`config.mk`:
```
export PLATFORM = sky130hd
export DESIGN_NAME = fac_cell
export DESIGN_NICKNAME = d
export VERILOG_FILES = /design/src/fac_pkg.sv /design/src/fac_cell.sv
export SDC_FILE = /design/constraint.sdc
export NUM_CORES = 1
export LEC_CHECK = 0
export BUFFER_PORTS_ARGS = -buffer_cell sky130_fd_sc_hd__buf_4
export CORE_MARGIN = 2
export CORE_UTILIZATION = 56
export DETAILED_ROUTE_END_ITERATION = 8
export PLACE_DENSITY = 0.8
export SLEW_MARGIN = 5
export SYNTH_ARGS = -nofsm -noshare
export SYNTH_HDL_FRONTEND = slang
export SYNTH_SLANG_ARGS = --single-unit
```
`constraint.sdc`:
```
create_clock -name clk_i -period 2.6 [get_ports clk_i]
set_clock_uncertainty 0.05 [all_clocks]
set_input_delay 0 -clock clk_i [delete_from_list [all_inputs] [get_ports clk_i]]
set_output_delay 0 -clock clk_i [all_outputs]
set_load 0.02 [all_outputs]
```
`src/fac_pkg.sv`:
```
// Shared sizes, helpers and the cell control bundle for frame_autocorrelation.
// No dependencies.
package fac_pkg;

  localparam int MAX_FRAME   = 32;
  localparam int SAMPLE_BITS = 16;
  localparam int SUM_BITS    = 38;
  localparam int LAG_BITS    = 6;
  localparam int CFG_LEN_W   = 6;
  localparam int CFG_W       = 6;
  localparam int PROD_W      = 2 * SAMPLE_BITS;
  localparam int LEN_W       = $clog2(MAX_FRAME + 1);
  localparam int IDX_W       = $clog2(MAX_FRAME);

  localparam logic REG_FRAME_LENGTH = 1'b0;
  localparam logic REG_BINARY_MODE  = 1'b1;

  typedef struct packed {
    logic clear;
    logic bcast_vld;
    logic binary;
    logic shift;
  } fac_ctrl_t;

  function automatic logic [LEN_W-1:0] eff_len(input logic [CFG_LEN_W-1:0] len);
    logic [LEN_W-1:0] res;
    if (len == '0) begin
      res = LEN_W'(1);
    end else if (int'(len) > MAX_FRAME) begin
      res = LEN_W'(MAX_FRAME);
    end else begin
      res = LEN_W'(len);
    end
    return res;
  endfunction

endpackage

```
`src/fac_cell.sv`:
```
// One lag cell: sample tap, registered product and lag accumulator.
// Depends on fac_pkg.
module fac_cell
  import fac_pkg::*;
(
  input  logic                          clk_i,
  input  logic                          rst_ni,
  input  fac_ctrl_t                     ctrl_i,
  input  logic signed [SAMPLE_BITS-1:0] bcast_i,
  input  logic signed [SAMPLE_BITS-1:0] tap_i,
  output logic signed [SAMPLE_BITS-1:0] tap_o,
  input  logic signed [SUM_BITS-1:0]    sum_i,
  output logic signed [SUM_BITS-1:0]    sum_o
);

  logic signed [SAMPLE_BITS-1:0] tap_q;
  logic signed [PROD_W-1:0]      prod_d, prod_q;
  logic signed [SUM_BITS-1:0]    acc_q;
  logic                          prod_vld_q;

  always_comb begin
    if (ctrl_i.binary) begin
      prod_d = PROD_W'(bcast_i[0] & tap_i[0]);
    end else begin
      prod_d = bcast_i * tap_i;
    end
  end

  always_ff @(posedge clk_i or negedge rst_ni) begin
    if (!rst_ni) begin
      prod_vld_q <= 1'b0;
    end else if (ctrl_i.clear) begin
      prod_vld_q <= 1'b0;
    end else begin
      prod_vld_q <= ctrl_i.bcast_vld;
    end
  end

  always_ff @(posedge clk_i) begin
    if (ctrl_i.clear) begin
      tap_q <= '0;
      acc_q <= '0;
    end else begin
      if (ctrl_i.bcast_vld) begin
        tap_q  <= tap_i;
        prod_q <= prod_d;
      end
      if (ctrl_i.shift) begin
        acc_q <= sum_i;
      end else if (prod_vld_q) begin
        acc_q <= acc_q + SUM_BITS'(prod_q);
      end
    end
  end

  assign tap_o = tap_q;
  assign sum_o = acc_q;

endmodule

```
==> reports/metrics.yaml <==
synthMuxAreaShare_pct: 1.94
violations: "setup timing"
hp-class: "input port to flip-flop"
max_cap_viol_count: 0
antenna_found_initial: 1
rsz0062_at_grt: "yes"
initialDrtViolationCount: 1396
cts_sinks: 87
synth_fa_ha_area_share_pct: 44.7
synth_edf_count: 32
netlist_area_sq_um: 15100
critPathLaunchType: "input port"
worst_hold_slack_ps: 38.7
synth-xor-area-share_pct: 3.30
tns_ps: -64520
portBuffers: 129
grt_usage_pct: 33.3
worst_pin_slew_ps: 724
synth_top_area_share_pct: 34.8
num_rows: 60
hold_viol_final: 0
fin_nets: 2546
fin_crit_sh_pct: 204
crit_fanout: 10
cts.htree.levels: 3
min_period_ps: 5300
crit_family: "adder cells"
post_drt_wl_per_cell_microns: 21.1
crit_type: "input port to flip-flop"
first_pass_iters: 7
yosys_warnings: 0
synth_area_per_cell_sq_um: 9.04
clk_pin_slew_ps: 70
synth_fp_nets: 2131
area_growth_pct: 39.9
synth_compound_area_share_pct: 11.6
core_sq_um: 26700
synthMostInstantiatedCell: "inv_1"
drive_above_1_share_pct: 34.4
synthDistinctLibCells: 66
overflow: 0
io_pins: 130
fin_ws_ps: -2700
place_inst: 2325
yosysTopAreaCell: "fa_1"
synth_simple_gate_area_share_pct: 15.4
fillers: 1478
async_flop_share_pct: 1.15
die-height_microns: 168
setup_violations: 55
crit_slowest_cell: "fa_1"
clockRootBuffer: "clkbuf_16"
cp-end-kind: "flip-flop"
path_common_cell: "fa_1"
synthTopCellsByArea: "fa_1, ha_1, inv_1"
clk_path_buf_depth: 2
relSlewSlack_pct: 51.7
drc: 0
cts_made_buffers: 9
dpl_worst_slack_ps: -3060
slowest_delay_ps: 550
synth_top_flop_cell: "dfxtp_1"
ys_seq_area_share_pct: 13.7
die_area_sq_um: 28300
postRouteAntennaNets: 0
synth_top_family_by_area: "adder cells"
fmax_mhz: 189
die_w_microns: 168
start_util_pct: 56.6
path_cells: "buf_12 > and2_4 > fa_1 > inv_1 > fa_1 > fa_1 > fa_1 > inv_1 > fa_1 > fa_1 > ha_4 > a21o_1 > a21o_1 > a21o_1 > a31oi_4 > o21ai_2 > a311o_1 > a21oi_2 > xor2_2 > nor2_1"
critPathArrivalTime_ps: 5360
clock_latency_ps: 370
ys_top_cells_by_count: "inv_1, fa_1, nand2_1"
wl_microns: 51400
place_hpwl_microns: 34800
status: "finished with violations"
crit_buf_inv: 3
grt_pass1_wl_microns: 74600
grt_pass1_vias: 15200
slew_violations: 0
grt_max_degree: 67
cts_tree: "built"
crit_required_ps: 2660
gp_congestion: 0.965
ys_seq_elements: 87
vias_per_cell: 5.97
fin_cells: 2435
syn_inst: 1673
via_count: 14534
==> sequential cells by signal, indices dropped and copies added (netlist names) <==
signal      count
sum_o          38
prod_q         32
tap_o          16
prod_vld_q      1
==> worst reg2reg max path, cell delays in order, from the launching register on <==
cell and delay [ps]:
edfxtp_1 390, ha_4 160, inv_2 40, fa_2 340
nand2b_4 160, a21o_1 220, a31oi_4 190, buf_6 130
buf_6 100, o2111ai_4 140, nand3b_1 200, a41oi_4 210
o41ai_2 320, xnor2_1 180, a211oi_2 290
==> cell type report <==
cell class / count / area [sq um] / area share (%)
Timing Repair Buffer: 475 / 4130 / 19.5
Sequential cell: 87 / 2080 / 9.81
Antenna cell: 1 / 2.50 / 0.0118
Tap cell: 341 / 427 / 2.02
Multi-Input combinational cell: 1207 / 13100 / 61.7
Clock buffer: 11 / 275 / 1.30
Clock inverter: 5 / 35.0 / 0.166
Inverter: 308 / 1170 / 5.52
==> placed cells by master, fill, tap and decap left out, drive strengths merged, types with 5 or more instances in the layout <==
cell type | Yosys | final
nand2b | 14 | 14
nand3 | 10 | 10
dlygate4sd3 | 0 | 40
inv | 307 | 311
a221oi | 12 | 12
ha | 119 | 119
and2 | 129 | 129
xor2 | 19 | 19
nand4 | 5 | 5
nand2 | 154 | 154
a21oi | 81 | 81
dfxtp | 54 | 54
edfxtp | 32 | 32
or3 | 6 | 6
a21o | 43 | 43
nor2 | 104 | 104
nor2b | 16 | 16
a211oi | 18 | 18
o21a | 5 | 5
xnor2 | 38 | 38
clkbuf | 67 | 11
o211ai | 6 | 6
mux2i | 26 | 26
a31oi | 8 | 8
and3 | 13 | 13
buf | 4 | 435
o21bai | 5 | 5
nor3 | 7 | 7
o22ai | 5 | 5
fa | 263 | 263
o21ai | 39 | 39
==> kinds of logic (layout without fill, tap and decap cells) <==
logic type | after synthesis | count (layout)
xor+xnor | 57 | 57
other cells | 0 | 1
fa+ha+maj | 382 | 382
flops | 87 | 87
mux | 29 | 29
compound gates | 264 | 264
buf+inv | 379 | 799
simple gates | 475 | 475
==> routing by layer <==
metal / vias up / part of all wire (%) / track usage, %
met5: - / 0 / 0
met4: 0 / 6.6 / 15.9
met3: 320 / 7.5 / 4.14
met2: 884 / 51 / 61.7
met1: 7168 / 35 / 38.1
li1: 6162 / - / -
==> worst paths after layout <==
check,startpoint,end,cells past startpoint,slack [ps]
max in group asynchronous,rst_ni,prod_vld_q$_DFF_PN0_,3,1980
min,tap_i[4],tap_o[4]$_SDFFE_PP0P_,4,40
max,bcast_i[7],prod_q[26]$_SDFFCE_PP0P_,20,-2700
max reg2reg,prod_q[0]$_DFFE_PP_,sum_o[26]$_SDFFE_PP0P_,14,-570
min in group asynchronous,rst_ni,prod_vld_q$_DFF_PN0_,3,420
min reg2reg,tap_o[14]$_SDFFE_PP0P_,tap_o[14]$_SDFFE_PP0P_,2,450
==> metrics by stage <==
stage	utilization, %	area (sq um)
final	79.2	21200
after global routing	79.2	21200
after CTS	76.4	20400
after detailed placement	69.6	18600
after global placement	69.6	18600
after floorplan	-	15800
==> what timing repair did <==
item	CTS	global route
resized for setup	213	128
endpoints found under the hold margin	39	0
endpoints found under the setup margin	52	56
gates cloned	1	0
pin swaps	133	104
hold buffers	40	0
setup buffers	35	23
Power is not shown: default switching activity piles up to over one toggle a cycle in this logic, so the estimate is an artifact.
